--- src/rtl/core/gcob_pkg.sv ---
// Shared types, constants and helpers for the glyph coverage over-blend core.
package gcob_pkg;

    localparam int COORD_BITS_DEF = 13;
    localparam int CH_W           = 8;
    localparam int NUM_W          = 24;
    localparam int DEN_W          = 16;
    localparam int DIV_STEPS      = CH_W;
    localparam int CFG_IDX_W      = 3;

    localparam logic [CFG_IDX_W-1:0] REG_TEXT_RED   = 3'd0;
    localparam logic [CFG_IDX_W-1:0] REG_TEXT_GREEN = 3'd1;
    localparam logic [CFG_IDX_W-1:0] REG_TEXT_BLUE  = 3'd2;
    localparam logic [CFG_IDX_W-1:0] REG_IMG_WIDTH  = 3'd3;
    localparam logic [CFG_IDX_W-1:0] REG_IMG_HEIGHT = 3'd4;
    localparam logic [CFG_IDX_W-1:0] REG_HAS_ALPHA  = 3'd5;

    localparam logic [CH_W-1:0]  CH_MAX         = 8'd255;
    localparam logic [DEN_W-1:0] ROUND_HALF     = 16'd127;
    localparam logic [DEN_W-1:0] RECIP_255      = 16'd32897;
    localparam int               RECIP_SHIFT    = 23;
    localparam logic [CH_W-1:0]  RST_TEXT       = 8'd255;
    localparam int               RST_WIDTH      = 640;
    localparam int               RST_HEIGHT     = 480;

    typedef struct packed {
        logic                       we;
        logic                       use_div;
        logic [2:0][NUM_W-1:0]      rem;
        logic [DEN_W-1:0]           den;
        logic [2:0][CH_W-1:0]       quot;
        logic [2:0][CH_W-1:0]       res;
        logic [CH_W-1:0]            alpha;
    } gcob_div_t;

    // floor(x / 255), exact for x below 65280
    function automatic logic [CH_W-1:0] div255(input logic [DEN_W:0] x);
        logic [2*DEN_W:0] prod;
        prod = {{DEN_W{1'b0}}, x} * {{(DEN_W+1){1'b0}}, RECIP_255};
        return prod[RECIP_SHIFT +: CH_W];
    endfunction

endpackage

--- src/rtl/core/gcob_front.sv ---
// Front pipeline: clipping, blend products, numerators and constant divides.
module gcob_front #(
    parameter int COORD_BITS = gcob_pkg::COORD_BITS_DEF,
    parameter int IN_TDATA_W = 72
) (
    input  logic                            clk,
    input  logic                            rst_n,
    input  logic                            in_valid,
    output logic                            in_ready,
    input  logic [IN_TDATA_W-1:0]           in_data,
    input  logic [2:0][gcob_pkg::CH_W-1:0]  text_color,
    input  logic [COORD_BITS-1:0]           image_width,
    input  logic [COORD_BITS-1:0]           image_height,
    input  logic                            has_alpha,
    output logic                            out_valid,
    input  logic                            out_ready,
    output gcob_pkg::gcob_div_t             out_data
);
    import gcob_pkg::*;

    localparam int X_LO = CH_W;
    localparam int Y_LO = X_LO + COORD_BITS + 1;
    localparam int P_LO = Y_LO + COORD_BITS + 1;

    logic [CH_W-1:0]          g_in;
    logic [COORD_BITS:0]      x_in;
    logic [COORD_BITS:0]      y_in;
    logic [2:0][CH_W-1:0]     p_in;
    logic [CH_W-1:0]          pa_in;
    logic                     in_image;
    logic                     en1;
    logic                     en2;
    logic                     en3;

    // stage 1
    logic                     v1_reg;
    logic                     we1_reg;
    logic                     ha1_reg;
    logic [CH_W-1:0]          g1_reg;
    logic [CH_W-1:0]          gi1_reg;
    logic [DEN_W-1:0]         gw1_reg;
    logic [DEN_W-1:0]         ga1_reg;
    logic [2:0][CH_W-1:0]     c1_reg;
    logic [2:0][CH_W-1:0]     p1_reg;
    logic [CH_W-1:0]          pa1_reg;

    // stage 2
    logic                     v2_reg;
    logic                     we2_reg;
    logic                     ha2_reg;
    logic [2:0][NUM_W-1:0]    num2_reg;
    logic [DEN_W-1:0]         den2_reg;
    logic [2:0][DEN_W-1:0]    mx2_reg;
    logic [2:0][CH_W-1:0]     p2_reg;
    logic [CH_W-1:0]          pa2_reg;
    logic [2:0][NUM_W-1:0]    num2_next;
    logic [2:0][DEN_W-1:0]    mx2_next;

    // stage 3
    logic                     v3_reg;
    gcob_div_t                d3_reg;
    gcob_div_t                d3_next;

    assign g_in  = in_data[CH_W-1:0];
    assign x_in  = in_data[X_LO +: COORD_BITS+1];
    assign y_in  = in_data[Y_LO +: COORD_BITS+1];
    assign p_in  = in_data[P_LO +: 3*CH_W];
    assign pa_in = in_data[P_LO+3*CH_W +: CH_W];

    assign in_image = !x_in[COORD_BITS] && !y_in[COORD_BITS]
                      && (x_in[COORD_BITS-1:0] < image_width)
                      && (y_in[COORD_BITS-1:0] < image_height);

    assign en3      = !v3_reg || out_ready;
    assign en2      = !v2_reg || en3;
    assign en1      = !v1_reg || en2;
    assign in_ready = en1;

    always_ff @(posedge clk or negedge rst_n)
    begin
        if (!rst_n)
        begin
            v1_reg <= 1'b0;
            v2_reg <= 1'b0;
            v3_reg <= 1'b0;
        end
        else
        begin
            if (en1)
                v1_reg <= in_valid;
            if (en2)
                v2_reg <= v1_reg;
            if (en3)
                v3_reg <= v2_reg;
        end
    end

    always_ff @(posedge clk)
    begin
        if (en1 && in_valid)
        begin
            we1_reg <= in_image && (g_in != '0);
            ha1_reg <= has_alpha;
            g1_reg  <= g_in;
            gi1_reg <= CH_MAX - g_in;
            gw1_reg <= DEN_W'(g_in) * DEN_W'(CH_MAX);
            ga1_reg <= DEN_W'(pa_in) * DEN_W'(CH_MAX - g_in);
            c1_reg  <= text_color;
            p1_reg  <= p_in;
            pa1_reg <= pa_in;
        end
    end

    always_comb
    begin
        for (int i = 0; i < 3; i++)
        begin
            num2_next[i] = NUM_W'(c1_reg[i]) * NUM_W'(gw1_reg)
                           + NUM_W'(p1_reg[i]) * NUM_W'(ga1_reg);
            mx2_next[i]  = DEN_W'(p1_reg[i]) * DEN_W'(gi1_reg)
                           + DEN_W'(c1_reg[i]) * DEN_W'(g1_reg);
        end
    end

    always_ff @(posedge clk)
    begin
        if (en2 && v1_reg)
        begin
            we2_reg  <= we1_reg;
            ha2_reg  <= ha1_reg;
            num2_reg <= num2_next;
            den2_reg <= gw1_reg + ga1_reg;
            mx2_reg  <= mx2_next;
            p2_reg   <= p1_reg;
            pa2_reg  <= pa1_reg;
        end
    end

    always_comb
    begin
        d3_next.we      = we2_reg;
        d3_next.use_div = we2_reg && ha2_reg;
        d3_next.rem     = num2_reg;
        d3_next.den     = den2_reg;
        d3_next.quot    = '0;
        for (int i = 0; i < 3; i++)
        begin
            d3_next.res[i] = we2_reg ? div255({1'b0, mx2_reg[i]}) : p2_reg[i];
        end
        if (we2_reg && ha2_reg)
            d3_next.alpha = div255({1'b0, den2_reg} + {1'b0, ROUND_HALF});
        else
            d3_next.alpha = pa2_reg;
    end

    always_ff @(posedge clk)
    begin
        if (en3 && v2_reg)
            d3_reg <= d3_next;
    end

    assign out_valid = v3_reg;
    assign out_data  = d3_reg;

endmodule

--- config.mk ---
export PLATFORM = sky130hd
export DESIGN_NAME = gcob_front
export DESIGN_NICKNAME = d
export VERILOG_FILES = /design/src/rtl/core/gcob_pkg.sv /design/src/rtl/core/gcob_front.sv
export SDC_FILE = /design/constraint.sdc
export NUM_CORES = 2
export LEC_CHECK = 0
export BUFFER_PORTS_ARGS = -buffer_cell sky130_fd_sc_hd__clkbuf_2
export CORE_MARGIN = 4
export CORE_UTILIZATION = 40
export CTS_CLUSTER_SIZE = 20
export DETAILED_ROUTE_END_ITERATION = 8
export PLACE_DENSITY_LB_ADDON = 0.15
export SLEW_MARGIN = 10
export SYNTH_ARGS = -nofsm -noshare
export SYNTH_HDL_FRONTEND = slang
export SYNTH_SLANG_ARGS = --single-unit
--- constraint.sdc ---
create_clock -name clk -period 11.4 [get_ports clk]
set_clock_uncertainty 0.1 [all_clocks]
set_input_delay 0 -clock clk [delete_from_list [all_inputs] [get_ports clk]]
set_output_delay 0 -clock clk [all_outputs]
set_load 0.005 [all_outputs]
Yosys cells after proc, flatten, opt, wreduce, memory -nomap -nowiden
Index checks and enable logic that the tools add are counted.

Output and inout port bits: 148. Register bits: 401.

Reduce and logical (&&, ||, !) cells: 17. $add $sub $neg: 10. Order comparisons: 2. Multiply operators: 18. Multiplexer cells: 4.

Operator list (number): multiplier 8 x 16 -> 24 bit (6); multiplier 8 x 8 -> 16 bit (6); multiplier 16 x 16 -> 31 bit (second input constant) (3); adder 24 bit (3); adder 16 bit (4); 2-to-1 mux 8 bit (4); multiplier 17 x 16 -> 31 bit (second input constant) (1); less-than comparator 13 bit (2); adder 16 x 7 -> 17 bit (second input constant) (1); multiplier 8 x 8 -> 16 bit (second input constant) (1); multiplier 9 x 9 -> 16 bit (1); subtractor 8 x 8 -> 9 bit (first input constant) (1); logical AND 1 bit (8); nonzero test 8 bit (1); subtractor 8 bit (first input constant) (1); logical NOT 1 bit (5); logical OR 1 bit (3).

Logic depth before layout (Yosys ltp)
Depth after elaboration: 5. Gate-level depth with buffers: 24. Depth with buffers taken out: 23.

Least setup slack after synthesis
Ideal clock, no wire load.

Path type: register -> register. Start point: reg gw1_reg[4]. End point: reg num2_reg (netlist bit d3_next[95]), data pin. Period minus slack after synthesis: 6118 ps. Cell stages (with the launch flop): 24. Data required time: 11041 ps. Buffers on the path: 1. Arrival time: 5759 ps. Slack: 5282 ps. Cell sequence: edfxtp_1 clkbuf_1 nand2_1 fa_1 inv_1 ha_1 inv_1 fa_1 inv_1 fa_1 inv_1 fa_1 inv_1 fa_1 ha_1 o21a_1 a2111oi_4 o41ai_1 and3_1 a221oi_2 nor2_1 a2111oi_4 a21oi_1 xnor2_1.

RTL lines: from (decl) (line gcob_front.sv:41) `logic [DEN_W-1:0] gw1_reg;`; from (signal assigned) (line gcob_front.sv:106) `gw1_reg <= DEN_W'(g_in) * DEN_W'(CH_MAX);`; to (signal assigned) (line gcob_front.sv:131) `num2_reg <= num2_next;`; to (decl) (line gcob_front.sv:51) `logic [2:0][NUM_W-1:0] num2_reg;`.

==> summary.md <==
| Metric | Value |
|---|---|
| Outcome | completed |
| CTS tree | done |
| Final ANT Viol Nets | 0 |
| Setup crit start kind | flip-flop |
| Tmin final | between 7 and 8 ns |
| Largest net degree at the start of global routing | 70 |
| Fill count | 14.1k |
| Worst setup EP type | flip-flop |
| # H-tree levels | 2 |
| Largest register FFs | between 100 and 150 |
| Post-synth top cells | 1264 x inv_1, 980 x fa_1, 784 x ha_1 |
| Initial Util | 0.404 |
| EDFF count, synth | 397 |
| Core Area | 146000 um2 |
| Drt via density | 4.91 |
| Diode count | 0 |
| Library cells used by synthesis | ~70 |
| Hpwl dp | 115 mm |
| Max Cap Viol | 0 |
| Crit path kind | flip-flop to flip-flop |
| Slew headroom | 0.337 |
| Final wirelength | 152 mm |
| Area after DPL | 62500 um2 |
| Vias after detailed routing | 39.5k |
| DRC | 0 |
| Worst Path Required | 11.70 ns |
| Hold crit path type | input port to flip-flop |
| First-pass GRT wire length | 244 mm |
| Clk pin slew, worst setup/hold paths | 0.08 ns |
| Clk sinks | 400 |
| TritonRoute pass-1 iters | 6 |
| Finished Cell Area | 65700 um2 |
| Final hold violation count | 0 |
| Io pins | 275 |
| Fraction of layout cells with a size suffix above 1 | 0.0765 |
| # rows | 140 |
| Primary FF master, synth | edfxtp_1 |
| Die X | around 390 um |
| Synth async-reset ratio | 0.00750 |
| Clock insertion delay at the later pin of the skew report | about 0.67 ns |
| CTS Hold Bufs | 123 |
| Maximum root-to-sink buffer count | 3 |
| FMAX | 140 MHz |
| Die area | 153000 um2 |
| Grt total ovfl | 0 |
| Setup Viol. Count Final | 0 |
| Yosys warns | 0 |
| PortBufs | approximately 250 |
| GRT Total Usage | 0.206 |
| Num CTS Buffers | 53 |
| Vias in the first global route | between 40k and 50k |
| Setup bufs post-CTS | 0 |
| Crit-path max FO | 23 |
| Slew of the pin with the lowest slew margin | 0.995 ns |
| RSZ-0062 raised after global routing | false |
| Cell with the most instances after synthesis | inv_1 |
| Initial antenna violation count | 10 |
| Register area share after synthesis | 0.204 |
| GP Congestion | 0.829 |
| Clock root cell | clkbuf_16 |
| Max Slew Vio Count | 0 |
| Final worst-path cycle share | 0.626 |
| Post-CTS Resized | 0 |
| DRT iter0 DRCs | 1885 |
| Yosys reg bits | 400 |
| Final TNS setup | 0 ns |
| Syn Area/Cell | 10.2 um2 |
| Mapped Cells | 5747 |
| Syn Std Cell Area | 58900 um2 |
| Final #Nets | between 7k and 8k |
| Crit path DAT | 7.44 ns |
| Die Height | 392 um |
| Wire length per cell | 18.9 um |
| Post-synth top area share | 0.333 |
| P&R area growth vs syn | 11.5% |
| Top post-synthesis cells by area | fa_1 33%, edfxtp_1 20%, ha_1 17%, inv_1 8.1%, and2_1 5.9% |
| Yosys top cell by area | fa_1 |
-- worst max-delay path: stages, from the launching register on --
cell	delay, ns
edfxtp_1	0.80
and2_1	0.38
fa_1	0.54
inv_1	0.05
fa_1	0.46
fa_1	0.51
inv_1	0.05
fa_1	0.49
fa_1	0.50
inv_1	0.05
fa_1	0.49
inv_1	0.04
ha_1	0.31
a21oi_1	0.27
o22a_1	0.18
o41ai_1	0.09
and3_1	0.30
a221oi_2	0.40
nor2_1	0.13
a2111oi_4	0.34
a21oi_1	0.17
xnor2_1	0.17
-- metrics by stage --
| stage | util | hold slack, ns | setup WS (ns) | cells |
|---|---|---|---|---|
| 6_report | 0.450 | 0.0429 | 4.26 | 8034 |
| 2_1_floorplan | - | -0.396 | 5.28 | 5770 |
| 3_3_place_gp | 0.428 | -0.299 | 4.32 | 7814 |
| 5_1_grt | 0.450 | 0.0306 | 3.87 | 8034 |
| 3_5_place_dp | 0.428 | -0.297 | 4.26 | 7814 |
| 4_1_cts | 0.450 | 0.00459 | 4.22 | 8034 |
-- path summary, 6_finish.rpt --
kind                                start            end  slack (ns)  depth (start not counted)
max                             c1_reg[4]    d3_next[95]        4.26                         21
max in group asynchronous           rst_n         v1_reg       10.93                          3
max reg2reg                     c1_reg[4]    d3_next[95]        4.26                         21
min reg2reg                  d3_next[109]  out_data[109]        0.31                          0
min                        text_color[22]     c1_reg[22]        0.04                          2
min in group asynchronous           rst_n      out_valid        0.12                          3
-- kinds of logic after synthesis --
family | synth area share
buffers and inverters | 0.0962
flip-flops | 0.204
other | 0.0000637
adder cells (fa/ha/maj) | 0.500
XOR/XNOR | 0.0275
AND/OR/NAND/NOR | 0.130
AO/OA/AOI/OAI | 0.0404
multiplexers | 0.00263
-- routing by layer --
| layer | global-route usage | vias to the layer above | routed length [um] |
|---|---|---|---|
| met5 | 0 | - | 0 |
| met4 | 0.0433 | 0 | 3330 |
| met3 | 0.0287 | 146 | 7080 |
| met2 | 0.348 | 736 | 72800 |
| met1 | 0.283 | 20300 | 68500 |
| li1 | - | 18300 | - |
-- layout make-up --
cell class,count,area (um2),area share
Timing Repair Buffer,469,3210,0.0489
Tap cell,1917,2400,0.0365
Clock inverter,38,612,0.00931
Clock buffer,59,1390,0.0212
Multi-Input combinational cell,3885,41300,0.629
Sequential cell,400,12000,0.183
Inverter,1266,4750,0.0723
-- cell usage in the layout, fill, tap and decap left out, types with 53 or more instances in the layout --
cell type and n:
clkbuf_2 246, ha_1 784, and2_1 553, clkbuf_16 55, fa_1 980, buf_4 100
xnor2_1 130, edfxtp_1 397, dlygate4sd3_1 123, a21oi_1 107, xor2_1 53, nor2_1 103
inv_1 1264, nand2_1 680
Power is left out: the tool's default activity adds up to more than one toggle a clock period on the data nets, which glitch-free logic cannot reach.
