$ cat src/rtl/core/gcob_pkg.sv
// Shared types, constants and helpers for the glyph coverage over-blend core.
package gcob_pkg;

    localparam int COORD_BITS_DEF = 13;
    localparam int CH_W           = 8;
    localparam int NUM_W          = 24;
    localparam int DEN_W          = 16;
    localparam int DIV_STEPS      = CH_W;
    localparam int CFG_IDX_W      = 3;

    localparam logic [CFG_IDX_W-1:0] REG_TEXT_RED   = 3'd0;
    localparam logic [CFG_IDX_W-1:0] REG_TEXT_GREEN = 3'd1;
    localparam logic [CFG_IDX_W-1:0] REG_TEXT_BLUE  = 3'd2;
    localparam logic [CFG_IDX_W-1:0] REG_IMG_WIDTH  = 3'd3;
    localparam logic [CFG_IDX_W-1:0] REG_IMG_HEIGHT = 3'd4;
    localparam logic [CFG_IDX_W-1:0] REG_HAS_ALPHA  = 3'd5;

    localparam logic [CH_W-1:0]  CH_MAX         = 8'd255;
    localparam logic [DEN_W-1:0] ROUND_HALF     = 16'd127;
    localparam logic [DEN_W-1:0] RECIP_255      = 16'd32897;
    localparam int               RECIP_SHIFT    = 23;
    localparam logic [CH_W-1:0]  RST_TEXT       = 8'd255;
    localparam int               RST_WIDTH      = 640;
    localparam int               RST_HEIGHT     = 480;

    typedef struct packed {
        logic                       we;
        logic                       use_div;
        logic [2:0][NUM_W-1:0]      rem;
        logic [DEN_W-1:0]           den;
        logic [2:0][CH_W-1:0]       quot;
        logic [2:0][CH_W-1:0]       res;
        logic [CH_W-1:0]            alpha;
    } gcob_div_t;

    // floor(x / 255), exact for x below 65280
    function automatic logic [CH_W-1:0] div255(input logic [DEN_W:0] x);
        logic [2*DEN_W:0] prod;
        prod = {{DEN_W{1'b0}}, x} * {{(DEN_W+1){1'b0}}, RECIP_255};
        return prod[RECIP_SHIFT +: CH_W];
    endfunction

endpackage

$ cat src/rtl/core/gcob_cfg.sv
// Configuration register file: text color, image size and alpha mode.
module gcob_cfg #(
    parameter int COORD_BITS = gcob_pkg::COORD_BITS_DEF
) (
    input  logic                                clk,
    input  logic                                rst_n,
    input  logic                                cfg_valid,
    output logic                                cfg_ready,
    input  logic [gcob_pkg::CFG_IDX_W-1:0]      cfg_index,
    input  logic [COORD_BITS-1:0]               cfg_data,
    output logic [2:0][gcob_pkg::CH_W-1:0]      text_color,
    output logic [COORD_BITS-1:0]               image_width,
    output logic [COORD_BITS-1:0]               image_height,
    output logic                                has_alpha
);
    import gcob_pkg::*;

    logic [2:0][CH_W-1:0]      text_reg;
    logic [COORD_BITS-1:0]     width_reg;
    logic [COORD_BITS-1:0]     height_reg;
    logic                      alpha_reg;

    assign cfg_ready = 1'b1;

    always_ff @(posedge clk or negedge rst_n)
    begin
        if (!rst_n)
        begin
            text_reg   <= {3{RST_TEXT}};
            width_reg  <= COORD_BITS'(RST_WIDTH);
            height_reg <= COORD_BITS'(RST_HEIGHT);
            alpha_reg  <= 1'b1;
        end
        else if (cfg_valid && cfg_ready)
        begin
            unique case (cfg_index)
                REG_TEXT_RED:   text_reg[0] <= cfg_data[CH_W-1:0];
                REG_TEXT_GREEN: text_reg[1] <= cfg_data[CH_W-1:0];
                REG_TEXT_BLUE:  text_reg[2] <= cfg_data[CH_W-1:0];
                REG_IMG_WIDTH:  width_reg   <= cfg_data;
                REG_IMG_HEIGHT: height_reg  <= cfg_data;
                REG_HAS_ALPHA:  alpha_reg   <= cfg_data[0];
                default:
                begin
                end
            endcase
        end
    end

    assign text_color   = text_reg;
    assign image_width  = width_reg;
    assign image_height = height_reg;
    assign has_alpha    = alpha_reg;

endmodule

$ cat config.mk
export PLATFORM = sky130hd
export DESIGN_NAME = gcob_cfg
export DESIGN_NICKNAME = d
export VERILOG_FILES = /design/src/rtl/core/gcob_pkg.sv /design/src/rtl/core/gcob_cfg.sv
export SDC_FILE = /design/constraint.sdc
export NUM_CORES = 1
export LEC_CHECK = 0
export BUFFER_PORTS_ARGS = -buffer_cell sky130_fd_sc_hd__buf_2
export CORE_UTILIZATION = 52
export CTS_CLUSTER_DIAMETER = 60
export DETAILED_ROUTE_END_ITERATION = 8
export PLACE_DENSITY = 0.8
export SKIP_LAST_GASP = 1
export SLEW_MARGIN = 10
export SYNTH_ARGS = -nofsm -noshare
export SYNTH_HDL_FRONTEND = slang
export SYNTH_SLANG_ARGS = --single-unit
$ cat constraint.sdc
create_clock -name clk -period 1.58 [get_ports clk]
set_input_delay 0.079 -clock clk [delete_from_list [all_inputs] [get_ports clk]]
set_output_delay 0.079 -clock clk [all_outputs]
set_load 0.1 [all_outputs]
# Yosys cells after proc, flatten, opt, wreduce, memory -nomap -nowiden
# Cells that the tools add are included.
[word_totals]
ff_bits = 51
latchBits = 0
ram_bits = 0
rom_bits = 0
inputBits = 19
n_memories = 0
[op_classes]
addsub = 0
multipliers = 0
n_div = 0
order_cmp = 0
eq_ne = 5
n_shift = 0
muxes = 0
bitwise = 0
n_reduce_logical = 7
[ops]
columns = ["op", "n"]
rows = [
  ["AND reduction 2 bit", 6],
  ["equality test 3 x 2 -> 1 bit, second input constant", 2],
  ["equality test 3 bit, second input constant", 2],
  ["equality test 3 x 1 -> 1 bit, second input constant", 1],
  ["zero test 3 bit", 1],
]

# Longest topological paths before layout
# Gate-level depths: netlist of run 1.
[logic_depth]
depth_word = 2
mapped_depth = 3
mapped_depth_nobuf = 2

# Worst setup path before layout of run 1
# No wires, ideal clock.
[synth_timing]
path_kind = "reg2reg"
startpoint = "register, netlist name image_width[0]"
endpoint = "register width_reg[0] (netlist: image_width[0])"
setup_ns = 0.126
t_arrival_ns = 1.134
required_ns = 1.454
slack_ns = 0.320
stages_incl_launch_ff = 2
path_buffers = 0
cell_sequence = "dfrtp_1 > mux2_2"
[synth_rtl]
columns = ["element", "line_no", "text"]
rows = [
  ["to (signal assigned)", "gcob_cfg.sv:30", "width_reg <= COORD_BITS'(RST_WIDTH);"],
  ["to (signal assigned)", "gcob_cfg.sv:40", "REG_IMG_WIDTH: width_reg <= cfg_data;"],
  ["to (decl)", "gcob_cfg.sv:19", "logic [COORD_BITS-1:0] width_reg;"],
]

# Final worst setup path of run 1
[layout_timing]
startpoint = "register text_reg, in the netlist text_color[8]"
endpoint = "output text_color[8] in the netlist's numbering"
[layout_rtl]
columns = ["element", "line_no", "text"]
rows = [
  ["from (decl)", "gcob_cfg.sv:18", "logic [2:0][CH_W-1:0] text_reg;"],
  ["from (signal assigned)", "gcob_cfg.sv:29", "text_reg <= {3{RST_TEXT}};"],
  ["to (decl)", "gcob_cfg.sv:11", "output logic [2:0][gcob_pkg::CH_W-1:0] text_color,"],
]
# No word-level cell between the ends.

==> impl_metrics.json, run 1 <==
{
  "outcome": "finished clean",
  "final_antenna_net_count": 0,
  "path_class": "flop to primary output",
  "htreeDepth": 2,
  "critPathArrivalTime_ps": 1270,
  "vias": 1222,
  "cp.required_ps": 1500,
  "rows": 22,
  "drv_slew": 0,
  "syn_nets": 133,
  "cp_slowest_cell": "dfstp_2",
  "fmaxAchievable_mhz": 742,
  "rsz0062_at_grt": "false",
  "worst_clock_skew_ps": 0,
  "ctsHoldBuffers": 1,
  "layout_commonest_cell": "buf_2",
  "max_stage_delay_ps": 550,
  "dr.pass1.iters": 4,
  "dieWidth_microns": 64.2,
  "top_layer": "met4",
  "initial_core_util": 0.545,
  "fin_nets": 209,
  "yosys_warnings": 0,
  "area.growth.synth_to_final_pct": 28.1,
  "cts_resized": 0,
  "met2WireLength_mm": 2.04,
  "reg2reg_from": "image_width[5]",
  "drive_gt1_frac": 0.874,
  "critPathTopFamily": "flip-flops",
  "finalHoldViolCount": 0,
  "final_cell_mix": "buf_2 (69), mux2_2 (51), dfstp_2 (31), dfrtp_1 (20), clkbuf_8 (5)",
  "fin_area_sq_mm": 0.00257,
  "clockRootBuffer": "clkbuf_8",
  "fin_setup_tns_ps": 0,
  "vias_per_cell": 5.11,
  "port_buffers": 69,
  "relSlewSlack": 0.612,
  "period_share": 0.853,
  "grt_pass1_vias": 1251,
  "worstPathCellList": "buf_2",
  "die_height_microns": 64.2,
  "gp_congestion": 0.726,
  "antennaDiodeCount": 0,
  "dp_hpwl_mm": 2.84,
  "synth_top_area_share": 0.405,
  "yosysUniqueCellTypes": 12,
  "yosysSeqAreaShare": 0.654,
  "cp-end-kind": "primary output",
  "synth_area_per_cell_sq_um": 17.6,
  "critPathMaxFanout": 2,
  "first_iter_violations": 25,
  "yosys-top-cells-area": "dfstp_2 (41%), mux2_2 (29%), dfrtp_1 (25%), nor4b_4 (1.2%), nand4b_1 (0.87%)",
  "worstMarginPinSlew_ps": 582,
  "drt-met1-wl_mm": 1.64,
  "r2r_slack_ps": 810,
  "hold_path_class": "primary input to flop",
  "cap_viol_max_count": 0,
  "dr_wl_met3_microns": 183,
  "grt_start_max_net_pins": 28,
  "crit_end": "text_color[8]",
  "antenna_found_initial": 0,
  "clkTransAtPathRegs_ps": 90,
  "netlist_instances": 114,
  "route.detailed.drc": 0,
  "post-route-min-period_ps": 1350,
  "ff2ff_path_depth": 1,
  "grt-ovfl-total": 0,
  "crit_cells": 1,
  "cts_sinks": 51,
  "setup_viol": 0,
  "synth_largest_area_cell": "dfstp_2",
  "grtUsageTotal": 0.214,
  "cts_setup_buffers": 0,
  "cts_tree": "built",
  "grt_pass1_wl_mm": 6.37,
  "cp_num_buf_inv": 1,
  "reg2reg_to": "image_width[5]",
  "die_area_sq_mm": 0.00412,
  "routedWlPerCell_microns": 16.2,
  "placed_area_sq_mm": 0.00243,
  "worstSetupStartpointType": "flop",
  "fp.coreArea_sq_mm": 0.00369,
  "clk-insertion-delay-late_ps": 300,
  "ys_seq_elements": 51,
  "wl_mm": 3.88,
  "cp-startpoint": "text_color[8]",
  "netlist_area_sq_mm": 0.00201,
  "cts_buffer_depth": 2,
  "hold_slack_ps": 24.0,
  "cts-buffers-inserted": 5,
  "boundaryPins": 71
}
==> flip-flops by register name, summed over array words and instances (netlist names) <==
name	flops
image_height	13
text_color	24
has_alpha	1
image_width	13
==> Yosys cell counts <==
| library cell | n |
|---|---|
| and4bb_2 | 1 |
| and4bb_4 | 1 |
| nor4b_4 | 1 |
| buf_6 | 1 |
| buf_2 | 2 |
| mux2_2 | 51 |
| nor4bb_1 | 1 |
| dfrtp_1 | 20 |
| dfstp_2 | 31 |
| buf_4 | 2 |
| conb_1 | 1 |
| nand4b_1 | 2 |
==> stage by stage <==
step / setup slack [ps] / util / std cells
floorplan: 320 / - / 114
global placement: 357 / 0.658 / 230
detailed placement: 339 / 0.658 / 230
CTS: 222 / 0.698 / 239
global route: 190 / 0.698 / 239
finish: 232 / 0.698 / 239
==> how the worst min path moves through the flow <==
stage                       from                to  slack, ps  cells after the start
finish              cfg_data[12]   image_width[12]         20                      2
global route        cfg_data[12]   image_width[12]          7                      2
CTS                 cfg_data[12]  image_height[12]         20                      2
detailed placement         rst_n  image_height[11]        100                      1
global placement           rst_n  image_height[11]         90                      1
floorplan                  rst_n   image_height[0]       -220                      0
==> area by class of cell <==
class	count	area [sq um]
Sequential cell	51	1320
Fill cell	265	1110
Multi-Input combinational cell	58	664
Timing Repair Buffer	74	398
Clock buffer	5	68.8
Clock inverter	3	67.6
Tap cell	48	60.1
==> layer usage <==
layer,up-vias,global-route usage
li1,556,-
met2,38,0.370
met1,626,0.259
met4,0,0.0583
met5,-,0
met3,2,0.0643
==> cells by family (layout without fill, tap and decap cells) <==
group                  Yosys count  in the layout  synth area share
muxes                           51             51             0.286
buffers and inverters            5             82            0.0181
and+or+nand+nor                  6              6            0.0399
other                            1              1           0.00187
DFF                             51             51             0.654
Power of run 1 is left out: the tool's default activity adds up to more than one toggle a clock period on the data nets, which glitch-free logic cannot reach.
==> run 2: changes to the inputs <==
--- a/config.mk
+++ b/config.mk
@@ -9,7 +9,9 @@
 export CORE_UTILIZATION = 52
 export CTS_CLUSTER_DIAMETER = 60
 export DETAILED_ROUTE_END_ITERATION = 8
+export HOLD_SLACK_MARGIN = 0.02
 export PLACE_DENSITY = 0.8
+export RECOVER_POWER = 50
 export SKIP_LAST_GASP = 1
 export SLEW_MARGIN = 10
 export SYNTH_ARGS = -nofsm -noshare
==> impl_metrics.json, run 2 (synthesis gave the netlist of run 1 again) <==
{
  "clockRootBuffer": "clkbuf_8",
  "drv_slew": 0,
  "relSlewSlack": 0.416,
  "gp_congestion": 0.726,
  "clk-insertion-delay-late_ps": 300,
  "rsz0062_at_grt": "false",
  "ctsHoldBuffers": 4,
  "vias": 1226,
  "route.detailed.drc": 0,
  "fmaxAchievable_mhz": 742,
  "dr.pass1.iters": 4,
  "final_antenna_net_count": 0,
  "wl_mm": 3.91,
  "cts_setup_buffers": 0,
  "cts_buffer_depth": 2,
  "path_class": "primary input to flop",
  "worst_clock_skew_ps": 0,
  "htreeDepth": 2,
  "cp-end-kind": "flop",
  "grt_pass1_vias": 1257,
  "drive_gt1_frac": 0.804,
  "worstMarginPinSlew_ps": 876,
  "grtUsageTotal": 0.215,
  "layout_commonest_cell": "buf_2",
  "critPathArrivalTime_ps": 1580,
  "hold_path_class": "primary input to flop",
  "antennaDiodeCount": 0,
  "final_cell_mix": "buf_2 (66), mux2_2 (49), dfstp_2 (31), dfrtp_1 (20)",
  "grt_pass1_wl_mm": 6.39,
  "die_area_sq_mm": 0.00412,
  "grt-ovfl-total": 0,
  "cts_sinks": 51,
  "post-route-min-period_ps": 1350,
  "die_height_microns": 64.2,
  "vias_per_cell": 5.07,
  "fp.coreArea_sq_mm": 0.00369,
  "antenna_found_initial": 0,
  "finalHoldViolCount": 0,
  "fin_nets": 212,
  "dp_hpwl_mm": 2.84,
  "fin_setup_tns_ps": 0,
  "grt_start_max_net_pins": 28,
  "critPathMaxFanout": 6,
  "routedWlPerCell_microns": 16.2,
  "cts-buffers-inserted": 5,
  "setup_viol": 0,
  "area.growth.synth_to_final_pct": 27.6,
  "boundaryPins": 71,
  "first_iter_violations": 27,
  "cap_viol_max_count": 0,
  "largest_reg_flops": 24,
  "initial_core_util": 0.545,
  "port_buffers": 69,
  "outcome": "finished clean",
  "clkTransAtPathRegs_ps": 90,
  "period_share": 0.853,
  "cts_resized": 0,
  "cts_tree": "built",
  "rows": 22,
  "dieWidth_microns": 64.2,
  "post-route-util": 0.695,
  "worstSetupStartpointType": "primary input",
  "cp.required_ps": 1810
}
==> run 2: critical path: stages <==
cell,delay [ps]
clkbuf_1,130
nor4b_1,670
clkbuf_1,310
mux2_2,380
==> run 2: cell type report <==
class,count,area [sq um]
Clock inverter,3,67.6
Sequential cell,51,1320
Timing Repair Buffer,77,414
Multi-Input combinational cell,58,639
Fill cell,272,1120
Clock buffer,5,68.8
Tap cell,48,60.1
==> run 2: layer usage <==
layer,GRT usage,part of all wire,up-vias
li1,-,-,563
met1,0.261,0.42,623
met2,0.371,0.52,38
met3,0.0643,0.045,2
met4,0.0583,0.0059,0
met5,0,0,-
==> run 2: final timing paths <==
kind	end	start	slack [ps]	cells past startpoint
worst min-delay path	image_width[8]	cfg_data[8]	30	2
worst min register to register	image_height[4]	image_height[4]	510	1
worst max-delay path	text_color[7]	cfg_index[0]	230	4
max in group asynchronous	text_color[15]	rst_n	580	3
min in group asynchronous	image_height[9]	rst_n	360	2
worst max register to register	image_width[5]	image_width[5]	810	1
==> run 2: through the flow <==
step	setup slack [ps]	instance area, sq um	hold slack [ps]	cells
after detailed placement	339	2430	102	230
after global routing	137	2560	28.0	242
final	232	2560	28.8	242
after global placement	357	2430	90.1	230
after CTS	222	2600	24.1	242
after floorplan	320	2010	-217	114
Power of run 2 is left out for the same reason.
