### config.mk
export PLATFORM = sky130hd
export DESIGN_NAME = gcob_div_stage
export DESIGN_NICKNAME = d
export VERILOG_FILES = /design/src/rtl/core/gcob_pkg.sv /design/src/rtl/core/gcob_div_stage.sv
export SDC_FILE = /design/constraint.sdc
export NUM_CORES = 1
export LEC_CHECK = 0
export ABC_CLOCK_PERIOD_IN_PS = 4200
export BUFFER_PORTS_ARGS = -buffer_cell sky130_fd_sc_hd__buf_4
export CORE_MARGIN = 3
export CORE_UTILIZATION = 35
export CTS_BUF_LIST = sky130_fd_sc_hd__clkbuf_8
export CTS_CLUSTER_SIZE = 40
export DETAILED_ROUTE_END_ITERATION = 10
export PLACE_DENSITY_LB_ADDON = 0.05
export RECOVER_POWER = 100
export SLEW_MARGIN = 20
export SYNTH_ARGS = -nofsm -noshare
export SYNTH_HDL_FRONTEND = slang
export SYNTH_SLANG_ARGS = --single-unit
### constraint.sdc
create_clock -name clk -period 4.2 [get_ports clk]
set_clock_uncertainty 0.1 [all_clocks]
set_input_delay 0.63 -clock clk [delete_from_list [all_inputs] [get_ports clk]]
set_output_delay 0.63 -clock clk [all_outputs]
set_load 0.1 [all_outputs]
### src/rtl/core/gcob_pkg.sv
// Shared types, constants and helpers for the glyph coverage over-blend core.
package gcob_pkg;

    localparam int COORD_BITS_DEF = 13;
    localparam int CH_W           = 8;
    localparam int NUM_W          = 24;
    localparam int DEN_W          = 16;
    localparam int DIV_STEPS      = CH_W;
    localparam int CFG_IDX_W      = 3;

    localparam logic [CFG_IDX_W-1:0] REG_TEXT_RED   = 3'd0;
    localparam logic [CFG_IDX_W-1:0] REG_TEXT_GREEN = 3'd1;
    localparam logic [CFG_IDX_W-1:0] REG_TEXT_BLUE  = 3'd2;
    localparam logic [CFG_IDX_W-1:0] REG_IMG_WIDTH  = 3'd3;
    localparam logic [CFG_IDX_W-1:0] REG_IMG_HEIGHT = 3'd4;
    localparam logic [CFG_IDX_W-1:0] REG_HAS_ALPHA  = 3'd5;

    localparam logic [CH_W-1:0]  CH_MAX         = 8'd255;
    localparam logic [DEN_W-1:0] ROUND_HALF     = 16'd127;
    localparam logic [DEN_W-1:0] RECIP_255      = 16'd32897;
    localparam int               RECIP_SHIFT    = 23;
    localparam logic [CH_W-1:0]  RST_TEXT       = 8'd255;
    localparam int               RST_WIDTH      = 640;
    localparam int               RST_HEIGHT     = 480;

    typedef struct packed {
        logic                       we;
        logic                       use_div;
        logic [2:0][NUM_W-1:0]      rem;
        logic [DEN_W-1:0]           den;
        logic [2:0][CH_W-1:0]       quot;
        logic [2:0][CH_W-1:0]       res;
        logic [CH_W-1:0]            alpha;
    } gcob_div_t;

    // floor(x / 255), exact for x below 65280
    function automatic logic [CH_W-1:0] div255(input logic [DEN_W:0] x);
        logic [2*DEN_W:0] prod;
        prod = {{DEN_W{1'b0}}, x} * {{(DEN_W+1){1'b0}}, RECIP_255};
        return prod[RECIP_SHIFT +: CH_W];
    endfunction

endpackage

### src/rtl/core/gcob_div_stage.sv
// One restoring-division stage: resolves one quotient bit for all three channels.
module gcob_div_stage #(
    parameter int STEP = 0
) (
    input  logic                 clk,
    input  logic                 rst_n,
    input  logic                 in_valid,
    output logic                 in_ready,
    input  gcob_pkg::gcob_div_t  in_data,
    output logic                 out_valid,
    input  logic                 out_ready,
    output gcob_pkg::gcob_div_t  out_data
);
    import gcob_pkg::*;

    logic                 en;
    logic                 v_reg;
    gcob_div_t            d_reg;
    gcob_div_t            d_next;
    logic [NUM_W-1:0]     dsh;

    assign dsh = NUM_W'(in_data.den) << STEP;

    always_comb
    begin
        d_next = in_data;
        for (int i = 0; i < 3; i++)
        begin
            if (in_data.rem[i] >= dsh)
            begin
                d_next.rem[i]        = in_data.rem[i] - dsh;
                d_next.quot[i][STEP] = 1'b1;
            end
        end
    end

    assign en       = !v_reg || out_ready;
    assign in_ready = en;

    always_ff @(posedge clk or negedge rst_n)
    begin
        if (!rst_n)
            v_reg <= 1'b0;
        else if (en)
            v_reg <= in_valid;
    end

    always_ff @(posedge clk)
    begin
        if (en && in_valid)
            d_reg <= d_next;
    end

    assign out_valid = v_reg;
    assign out_data  = d_reg;

endmodule

## After elaboration in Yosys (flattened, before gate mapping)

Index checks and enable logic that the tools add are counted.

- Register bits after elaboration: 147
- Output and inout bits: 148
- Logic and storage cells: 29
- Bits of input ports: 150

- Multiplexer cells: 3
- $add $sub $neg: 3
- Reductions and logical operators: 3
- Order comparisons: 3

Operator list:

| operator | count |
|---|---|
| greater-or-equal comparator 24 x 16 -> 1 bit | 3 |
| two-way mux 24 bit | 3 |
| subtractor 24 x 16 -> 24 bit | 3 |
| logical AND 1 bit | 1 |
| logical NOT 1 bit | 1 |
| logical OR 1 bit | 1 |

## Depth between registers and ports, before layout

Gate-level depths: netlist (run 1).

- Depth after elaboration: 3
- Gate-level depth with buffers: 12
- Mapped depth without buffers: 10

## Least setup slack after synthesis (run 1)

OpenSTA, ideal clock, no wires.

- Path type: register to register
- From: register v_reg, in the netlist out_valid
- To: register d_reg, in the netlist out_data[0], enable pin
- Library setup time: 522 ps
- Cell stages (with the launch flop): 3
- Buffers on the path: 0
- Data required time: 3578 ps
- Clock period less this slack: 5738 ps
- Setup slack: -1538 ps
- Data arrival time: 5116 ps
- Cells stage by stage: dfrtp_1 nand2b_1 and2_1

- Cells in the longest elaborated chain, start to end: 3

Ends and longest elaborated chain:

| element | RTL line | RTL |
|---|---|---|
| start: declaration | gcob_div_stage.sv:17 | `logic v_reg;` |
| start signal: assignment | gcob_div_stage.sv:45 | `v_reg <= in_valid;` |
| logical NOT 1 bit | gcob_div_stage.sv:37 | `assign en = !v_reg \|\| out_ready;` |
| logical OR 1 bit | gcob_div_stage.sv:37 |  |
| net in_ready | gcob_div_stage.sv:8 | `output logic in_ready,` |
| logical AND 1 bit | gcob_div_stage.sv:50 | `if (en && in_valid)` |
| end signal: assignment | gcob_div_stage.sv:51 | `d_reg <= d_next;` |
| end: declaration | gcob_div_stage.sv:18 | `gcob_div_t d_reg;` |

The timed path passes the listed nets, and every way through them passes these cells.
A chain may end at the register's enable or synchronous reset.

==> reports/results.txt, run 1 <==
Largest stage delay, worst path -> 0.74 ns
Overall via count from detail_route -> 6651
Placeable core region -> 22780 sq um
Number of antenna violations at the first check in global routing -> 1
Sort of element at the start of the critical path -> input port
Post-synth EDFFs -> 146
Number of unique standard cell types used by synthesis -> 60
Routability cong. -> 0.8747
Worst vdd rail ir drop -> 0.0001635 V
Kind of path behind the tightest hold check -> input port to flip-flop
I/O Pins -> 298
Detailed-routing iteration count for the pre-antenna-repair pass -> 5
Critical path, cell by cell -> clkbuf_1 -> inv_1 -> ha_1 -> nand2_1 -> nor4_1 -> a2111oi_0 -> o211ai_1 -> inv_1 -> a2111oi_0 -> xor2_1
Placement Rows -> 55
First DRT Iteration DRCs -> 411
Maximum operating frequency -> 298.6 MHz
X dimension of the die -> 158.7 um
Die outline area -> 25170 sq um
Power per Cell Area -> 425.6 nW/um^2
Starting utilization of the core area -> 0.3581
Post-route DRC violation count -> 0
Area share of the leading cell type in the synthesized netlist -> 0.5375
Clock-pin slew on the worst setup and hold paths -> 0.11 ns
Die span in y -> 158.7 um
Net total in the final layout -> 1225
Ys async rst share -> 0.006803
Mean area per synthesized cell -> 11.30 sq um
Leakage Power -> 4.013 nW
Final hold viol count -> 0
Flip-flop and latch count after synthesis -> 147
Global routing usage summed across all routing layers -> 0.1925
Net switching power -> 0.001916 W
Kind of end point of the critical path -> flip-flop
Final critical delay including setup and external delays -> 3.349 ns
DRT antenna net count -> 0
Buffer count from post-CTS setup fixing -> 0
Vias per inst -> 4.927
Number of nets in the synthesized netlist -> 923
Portion of the clock cycle consumed by the worst path in the final layout -> 0.7974
Data arrival time of the worst path -> 3.45 ns
Start-to-end type of the worst setup path -> input port to flip-flop
Number of clock sinks -> 147
Portion of total power attributed to combinational logic -> 0.343
Worst Path Required -> 4.30 ns
Setup TNS -> 0 ns
Vias in the first global route -> 6461
Number of instances in the synthesized netlist -> 722
Per-cell routed wire length -> 18.55 um
Post-synthesis cell type with the largest combined area -> edfxtp_1
WL final -> 25.05 mm
Layout cell share with drive strength beyond 1 -> 0.1938
Buffer cell driving the clock tree root -> clkbuf_8
# port buffers -> 297
CTS-repair resized insts -> 0
CTS Buf Count -> 17
Clock tree from TritonCTS -> built
Max_cap viols -> 1
First-pass GRT wire length -> 36.73 mm
Net switching share of the total power -> 0.4277
Buffer depth of the longest clock path -> 2
Max stage delay cell, worst path -> a2111oi_0
Synth warnings -> 0
Detail Placement HPWL -> 19.69 mm
Total inserted antenna cells -> 0
Transition at the pin with the smallest max-transition slack -> 2.390 ns
Number of levels in the clock H-tree -> 4
Worst-case headroom to the max-slew limit -> -0.5932
Slew Limit Fails -> 52
Clock latency on the worst-skew pair -> 0.46 ns
Status -> finished, violations left
Biggest area contributors in the synthesized netlist -> edfxtp_1, ha_1, nand2_1
Failing checks -> capacitance limit, slew limit
Total standard cell area after synthesis -> 8157 sq um
Power consumption -> 0.004480 W
Dominant register cell in the synthesized netlist -> edfxtp_1
Relative contribution of the clock network to total power -> 0.257
Internal power component -> 0.002564 W
Sequential element share of the synthesized area -> 0.5406
Total global routing overflow -> 0
Setup Viol. Count Final -> 0
Largest net degree at the start of global routing -> 53
P&R area growth vs syn -> 29.05%
Sequential share of power -> 0.400
Setup repair after global routing missed its margin -> false
Maximum fanout count along the critical path -> 10
==> logic make-up (layout without fill, tap and decap cells) <==
| logic type | after synthesis | after routing | share of synthesized area |
|---|---|---|---|
| compound gates | 196 | 196 | 0.1555 |
| buf+inv | 56 | 371 | 0.03083 |
| fa+ha+maj | 51 | 51 | 0.08099 |
| simple gates | 210 | 210 | 0.1250 |
| mux | 2 | 2 | 0.002608 |
| flops | 147 | 147 | 0.5406 |
| xor+xnor | 60 | 60 | 0.06443 |
==> per-layer routing <==
| metal | GRT usage | vias to the layer above | wire, um |
|---|---|---|---|
| met1 | 0.2510 | 3093 | 10800 |
| met5 | 0 | - | 0 |
| met3 | 0.04730 | 21 | 1844 |
| met2 | 0.3221 | 222 | 12080 |
| met4 | 0.04916 | 0 | 323 |
| li1 | - | 3315 | - |
==> worst paths after layout <==
check	start	to	slack, ns	depth (start not counted)
max	in_data[57]	out_data[89]	0.85	10
min	in_data[36]	out_data[36]	0.25	1
max in group asynchronous	rst_n	out_valid	3.53	2
max reg2reg	out_valid	out_data[110]	0.87	3
min in group asynchronous	rst_n	out_valid	0.39	2
min reg2reg	out_valid	out_valid	0.44	2
==> per-stage QoR <==
step / instance area, sq um / setup WS, ns / utilization / hold slack, ns / std cells
global route: 10530 / 0.4430 / 0.4621 / 0.2223 / 1350
CTS: 11140 / 1.049 / 0.4892 / 0.2025 / 1350
finish: 10530 / 0.8509 / 0.4621 / 0.2545 / 1350
detailed placement: 10730 / 0.5375 / 0.4709 / 0.3064 / 1317
floorplan: 8158 / 0.03790 / - / 0.2344 / 722
global placement: 10730 / 0.6097 / 0.4709 / 0.3055 / 1317
==> flip-flops by register name (all words and copies together) (netlist names) <==
register / count
out_data: 146
out_valid: 1
==> cell type report <==
cell class / instances / area (sq um)
multi-input cells: 519 / 3461
repair buffers: 306 / 1734
flip-flops and latches: 147 / 4409
fillers: 2252 / 12250
clock buffers: 17 / 234.0
clock inverters: 15 / 172.7
inverters: 33 / 123.9
well taps: 313 / 391.6
==> worst max-delay path: cells and delay by family <==
family,cells,cell delay (ns)
compound gates,3,1.11
buf+inv,3,1.00
fa+ha+maj,1,0.36
simple gates,2,0.17
xor+xnor,1,0.17
==> cells in the mapped netlist (4+ instances only) <==
cell       instances
a21oi_1           49
o21a_1            11
nand2_1           73
nor2_2            10
o211ai_1          10
o2111ai_1          4
nor2_1            43
a31oi_1            6
nand2b_1           8
o21bai_1           6
nor3_1            11
o21ai_0           53
clkbuf_1          15
a2111oi_0          5
nor4_1             7
a21o_1            13
nand4_1           10
inv_1             32
nand3_1           15
and2_1             4
o31ai_1            7
xnor2_1           29
xor2_1            31
ha_1              48
a21oi_2           10
nor2b_1            6
edfxtp_1         146
or3_1              7
==> layout by cell type, fill, tap and decap left out, types with 33 or more instances in the layout <==
cell      instances
ha_1             48
nand2_1          73
inv_1            33
nor2_1           51
clkbuf_4         67
clkbuf_1        154
o21ai_0          53
edfxtp_1        146
buf_4            83
a21oi_1          50
==> power by group through the flow <==
stage               clock network [W]  logic, W  registers, W
finish                        0.00115   0.00154       0.00179
global route                  0.00124   0.00164       0.00180
CTS                           0.00119   0.00164       0.00180
detailed placement                  0   0.00164       0.00183
global placement                    0   0.00164       0.00183
floorplan                           0  0.000442       0.00259
==> what timing repair did <==
action / in CTS / in global routing
endpoints found under the hold margin: 1 / 0
hold buffers: 1 / 0
endpoints found under the setup margin: 0 / 0
Power figures use the tool's default switching activity.
==> inputs of run 2 (changes only) <==
Settings changed: ABC_CLOCK_PERIOD_IN_PS 4200 to 3300.
Clock period 4.2 ns to 3.3 ns, I/O delays scaled along.
==> reports/results.txt, run 2 (synthesis gave the netlist of run 1 again) <==
Status -> finished, violations left
Failing checks -> capacitance limit, slew limit
Total inserted antenna cells -> 0
First DRT Iteration DRCs -> 433
Start-to-end type of the worst setup path -> input port to flip-flop
Filler cell count in the final layout -> 2280
Die span in y -> 158.7 um
CP delay by family, top -> compound AO/OA/AOI/OAI gates
Worst-case headroom to the max-slew limit -> -0.3713
Data arrival time of the worst path -> 3.07 ns
Placement Rows -> 55
Post-route DRC violation count -> 0
Number of cell instances on the worst register-to-register path -> 3
Number of antenna violations at the first check in global routing -> 0
Detailed-routing iteration count for the pre-antenna-repair pass -> 5
Clock latency on the worst-skew pair -> 0.44 ns
Leakage Power -> 4.087 nW
Total cell area at the placement stage -> 10890 sq um
Hold Path Stages -> 1
CTS-repair resized insts -> 0
Setup Viol. Count Final -> 0
Kind of end point of the critical path -> flip-flop
Slew Limit Fails -> 40
Worst Path Required -> 3.39 ns
Footprint of the multi-input gates -> 3491 sq um
Clock tree from TritonCTS -> built
Detail Placement HPWL -> 19.71 mm
Max stage delay cell, worst path -> a2111oi_0
Die outline area -> 25170 sq um
Pre-CTS setup slack -> -0.01603 ns
# port buffers -> 297
WL final -> 24.82 mm
Number of clock sinks -> 147
Final critical delay including setup and external delays -> 2.982 ns
Overall via count from detail_route -> 6712
Post-Route M1 WL -> 11.10 mm
Power per Cell Area -> 534.8 nW/um^2
Maximum fanout count along the critical path -> 5
Hold EP -> out_data[20]
Placeable core region -> 22780 sq um
Portion of the clock cycle consumed by the worst path in the final layout -> 0.9035
Area of all sequential standard cells -> 4409 sq um
Most frequent cells in the layout -> clkbuf_1, edfxtp_1, buf_4
Reg-to-reg startpoint -> out_valid
Max_cap viols -> 1
Critical path buffer and inverter count -> 1
Relative contribution of the clock network to total power -> 0.254
Internal power component -> 0.003282 W
Critical hold path startpoint -> in_data[20]
Largest net degree at the start of global routing -> 56
X dimension of the die -> 158.7 um
Sequential share of power -> 0.399
Met3 wire length -> 1.629 mm
Count of placed standard cells including taps -> 1335
Global routing usage summed across all routing layers -> 0.1899
Transition at the pin with the smallest max-transition slack -> 2.057 ns
Most frequent standard cell in the layout excluding fill and tap cells -> clkbuf_1
Reg-to-reg setup timing slack -> 0.45 ns
Net switching power -> 0.002437 W
Sort of element at the start of the critical path -> input port
Depth of the critical timing path with buffers and inverters included -> 10
Buffer cell driving the clock tree root -> clkbuf_8
Kind of path behind the tightest hold check -> input port to flip-flop
CTS Buf Count -> 17
Routed met2 length -> 11.73 mm
Portion of total power attributed to combinational logic -> 0.347
Worst vdd rail ir drop -> 0.0001895 V
Number of levels in the clock H-tree -> 4
Net total in the final layout -> 1243
Per-cell routed wire length -> 18.14 um
Setup repair after global routing missed its margin -> false
Starting utilization of the core area -> 0.3581
First-pass GRT wire length -> 36.33 mm
Buffer depth of the longest clock path -> 2
Clock-pin slew on the worst setup and hold paths -> 0.10 ns
Vias per inst -> 4.906
DRT antenna net count -> 0
Net switching share of the total power -> 0.4262
Least setup slack across all paths after layout -> 0.3185 ns
Routability cong. -> 0.8910
Critical path, cell by cell -> clkbuf_1 -> ha_1 -> fa_1 -> nor2b_1 -> o31a_1 -> o211ai_1 -> a21oi_1 -> nor2_1 -> a2111oi_0 -> xor2_1
Maximum operating frequency -> 335.4 MHz
Final hold viol count -> 0
Top Layer Used -> met4
P&R area growth vs syn -> 31.09%
I/O Pins -> 298
Total global routing overflow -> 0
Final Instance Count excl. Fillers -> 1368
Critical register-to-register path endpoint -> out_data[16]
Final instance area -> 10690 sq um
Layout cell share with drive strength beyond 1 -> 0.2104
Vias in the first global route -> 6397
Largest stage delay, worst path -> 0.58 ns
Largest register FFs -> 146
Power consumption -> 0.005719 W
run 2: layout make-up:
class	count	area share
sequential	147	0.4124
clock buffer	17	0.02188
tap	313	0.03663
timing repair buffer	324	0.1751
inverter	33	0.01158
multi-input combinational	519	0.3265
clock inverter	15	0.01603
run 2: power groups by stage:
stage | Combinational [W] | Sequential [W] | Clock, W
3_5_place_dp | 0.00211 | 0.00232 | 0
3_3_place_gp | 0.00211 | 0.00232 | 0
6_report | 0.00198 | 0.00228 | 0.00146
5_1_grt | 0.00210 | 0.00229 | 0.00159
4_1_cts | 0.00211 | 0.00228 | 0.00151
2_1_floorplan | 0.000563 | 0.00329 | 0
run 2: per-stage QoR:
step | hold slack, ns | TNS [ns] | util
detailed placement | 0.1714 | -0.01603 | 0.4780
global route | 0.09205 | 0 | 0.4694
finish | 0.1345 | 0 | 0.4694
CTS | 0.07308 | 0 | 0.4962
floorplan | 0.09941 | 0 | -
global placement | 0.1700 | 0 | 0.4780
run 2: how the worst max path moves through the flow:
stage	slack, ns	endpoint	from
2_1_floorplan	0.25	out_data[0]	out_valid
3_3_place_gp	0.06	out_data[83]	in_data[70]
3_5_place_dp	-0.02	out_data[115]	in_data[56]
4_1_cts	0.51	out_data[115]	in_data[56]
5_1_grt	0.17	out_data[113]	in_data[56]
6_report	0.32	out_data[115]	in_data[56]
run 2: repair_timing:
action | in CTS | in global routing
hold buffers | 1 | 0
setup buffers | 0 | 0
hold endpoints to repair | 1 | 0
run 2: worst register-to-register path, stage by stage (launching register included):
cell and delay [ns]:
dfrtp_1 0.40, nand2b_2 0.08, and2_1 1.51, buf_4 0.47
run 2: per-layer routing:
layer  vias up  track usage
met3        20      0.04159
met5         -            0
met4         0      0.05162
li1       3348            -
met1      3126       0.2523
met2       218       0.3148
==> inputs of run 3 (changes only) <==
Settings changed: CELL_PAD_IN_SITES_DETAIL_PLACEMENT set to 0, CELL_PAD_IN_SITES_GLOBAL_PLACEMENT set to 1.
==> reports/results.txt, run 3 (synthesis gave the netlist of run 1 again) <==
Placeable core region -> 22780 sq um
Vias in the first global route -> 6526
Max_cap viols -> 0
Transition at the pin with the smallest max-transition slack -> 1.455 ns
Die span in y -> 158.7 um
Kind of end point of the critical path -> flip-flop
First DRT Iteration DRCs -> 438
Vias per inst -> 4.942
Final Instance Count excl. Fillers -> 1371
Power per Cell Area -> 539.8 nW/um^2
Most frequent standard cell in the layout excluding fill and tap cells -> clkbuf_1
Largest register FFs -> 146
Slew Limit Fails -> 0
Global routing usage summed across all routing layers -> 0.2052
Worst Path Required -> 3.36 ns
Final critical delay including setup and external delays -> 3.015 ns
Die outline area -> 25170 sq um
Number of antenna violations at the first check in global routing -> 0
Reg-to-reg setup timing slack -> 0.93 ns
Data arrival time of the worst path -> 3.08 ns
Buffer count from post-CTS setup fixing -> 0
I/O Pins -> 298
Maximum operating frequency -> 331.7 MHz
Worst vdd rail ir drop -> 0.0002481 V
Clock-pin slew on the worst setup and hold paths -> 0.10 ns
Buffer cell driving the clock tree root -> clkbuf_8
Leakage Power -> 4.087 nW
First-pass GRT wire length -> 38.45 mm
Starting utilization of the core area -> 0.3581
Clock tree from TritonCTS -> built
Total global routing overflow -> 0
Detail Placement HPWL -> 21.62 mm
Final hold viol count -> 0
Start-to-end type of the worst setup path -> input port to flip-flop
Overall via count from detail_route -> 6775
Setup repair after global routing missed its margin -> false
P&R area growth vs syn -> 30.96%
Count of placed standard cells including taps -> 1338
Detailed-routing iteration count for the pre-antenna-repair pass -> 5
Post-route DRC violation count -> 0
Per-cell routed wire length -> 19.58 um
Total inserted antenna cells -> 0
Maximum fanout count along the critical path -> 15
CTS Buf Count -> 17
Layout cell share with drive strength beyond 1 -> 0.2098
Clock latency on the worst-skew pair -> 0.45 ns
Number of levels in the clock H-tree -> 4
Number of clock sinks -> 147
Buffer depth of the longest clock path -> 2
DRT antenna net count -> 0
Placement Rows -> 55
Routability cong. -> 0.8807
Portion of the clock cycle consumed by the worst path in the final layout -> 0.9137
Status -> finished, final reports clean
# port buffers -> 297
Net total in the final layout -> 1246
Most frequent cells in the layout -> clkbuf_1, edfxtp_1, buf_4
Setup Viol. Count Final -> 0
WHS -> 0.1315 ns
Largest net degree at the start of global routing -> 104
Sort of element at the start of the critical path -> input port
WL final -> 26.85 mm
Kind of path behind the tightest hold check -> input port to flip-flop
Worst-case headroom to the max-slew limit -> 0.03016
X dimension of the die -> 158.7 um
==> run 3: cell count changes in the layout (fill, tap and decap cells not counted), moves of 3 or more <==
cell and delta:
clkbuf_4 +3, clkinv_8 -3, clkinvlp_4 +3, inv_6 +4, inv_8 -5, nor2_1 +4
nor2_2 -4
==> run 3: final timing paths <==
| path | start | end | depth (start not counted) |
|---|---|---|---|
| hold reg to reg | out_valid | out_valid | 2 |
| setup reg to reg | out_valid | out_data[114] | 3 |
| min in group asynchronous | rst_n | out_valid | 2 |
| setup / recovery | in_data[115] | out_data[108] | 8 |
| max in group asynchronous | rst_n | out_valid | 2 |
| hold / removal | in_data[19] | out_data[19] | 1 |
==> run 3: layout make-up <==
class / instances / area, sq um
clock buffer: 17 / 234.0
clock inverter: 15 / 170.2
fill: 2259 / 12100
inverter: 33 / 123.9
multi-input combinational: 519 / 3481
sequential: 147 / 4409
tap: 313 / 391.6
timing repair buffer: 327 / 1872
==> run 3: layer usage <==
layer,wire length (um),vias up,part of all wire,track usage
met2,13170,236,0.49,0.3550
met1,11520,3173,0.43,0.2622
li1,-,3349,-,-
met3,1834,17,0.068,0.04865
met5,0,-,0,0
met4,320,0,0.012,0.04465
==> run 3: power breakdown <==
part | switching (W) | leakage (nW) | internal, W | total [W]
combinational | 0.00155 | 2.49 | 0.000455 | 0.00200
sequential | 0.0000391 | 1.39 | 0.00225 | 0.00229
clock | 0.000778 | 0.200 | 0.000696 | 0.00147
total | 0.00237 | 4.09 | 0.00340 | 0.00577
==> run 3: repair_timing <==
item	in CTS	in global routing
resized for setup	0	0
hold endpoints to repair	1	0
endpoints found under the setup margin	0	0
hold buffers	1	0
==> run 3: worst max-delay path: stages <==
cell and delay [ns]:
buf_4 0.11, or4_4 0.55, or4_1 0.45, a211oi_2 0.26, nand2_1 0.14, nor2_1 0.34, clkbuf_1 0.47, o21ai_0 0.25
==> run 3: stage by stage <==
step | worst slack, ns | TNS [ns] | util | instance area (sq um) | total power (W)
after global routing | 0.1277 | 0 | 0.4689 | 10680 | 0.006032
after detailed placement | -0.01166 | -0.01166 | 0.4784 | 10900 | 0.004465
after CTS | 0.4692 | 0 | 0.4966 | 11310 | 0.005957
after floorplan | 0.2541 | 0 | - | 8162 | 0.003855
after global placement | 0.04235 | 0 | 0.4784 | 10900 | 0.004472
final | 0.2848 | 0 | 0.4689 | 10680 | 0.005766
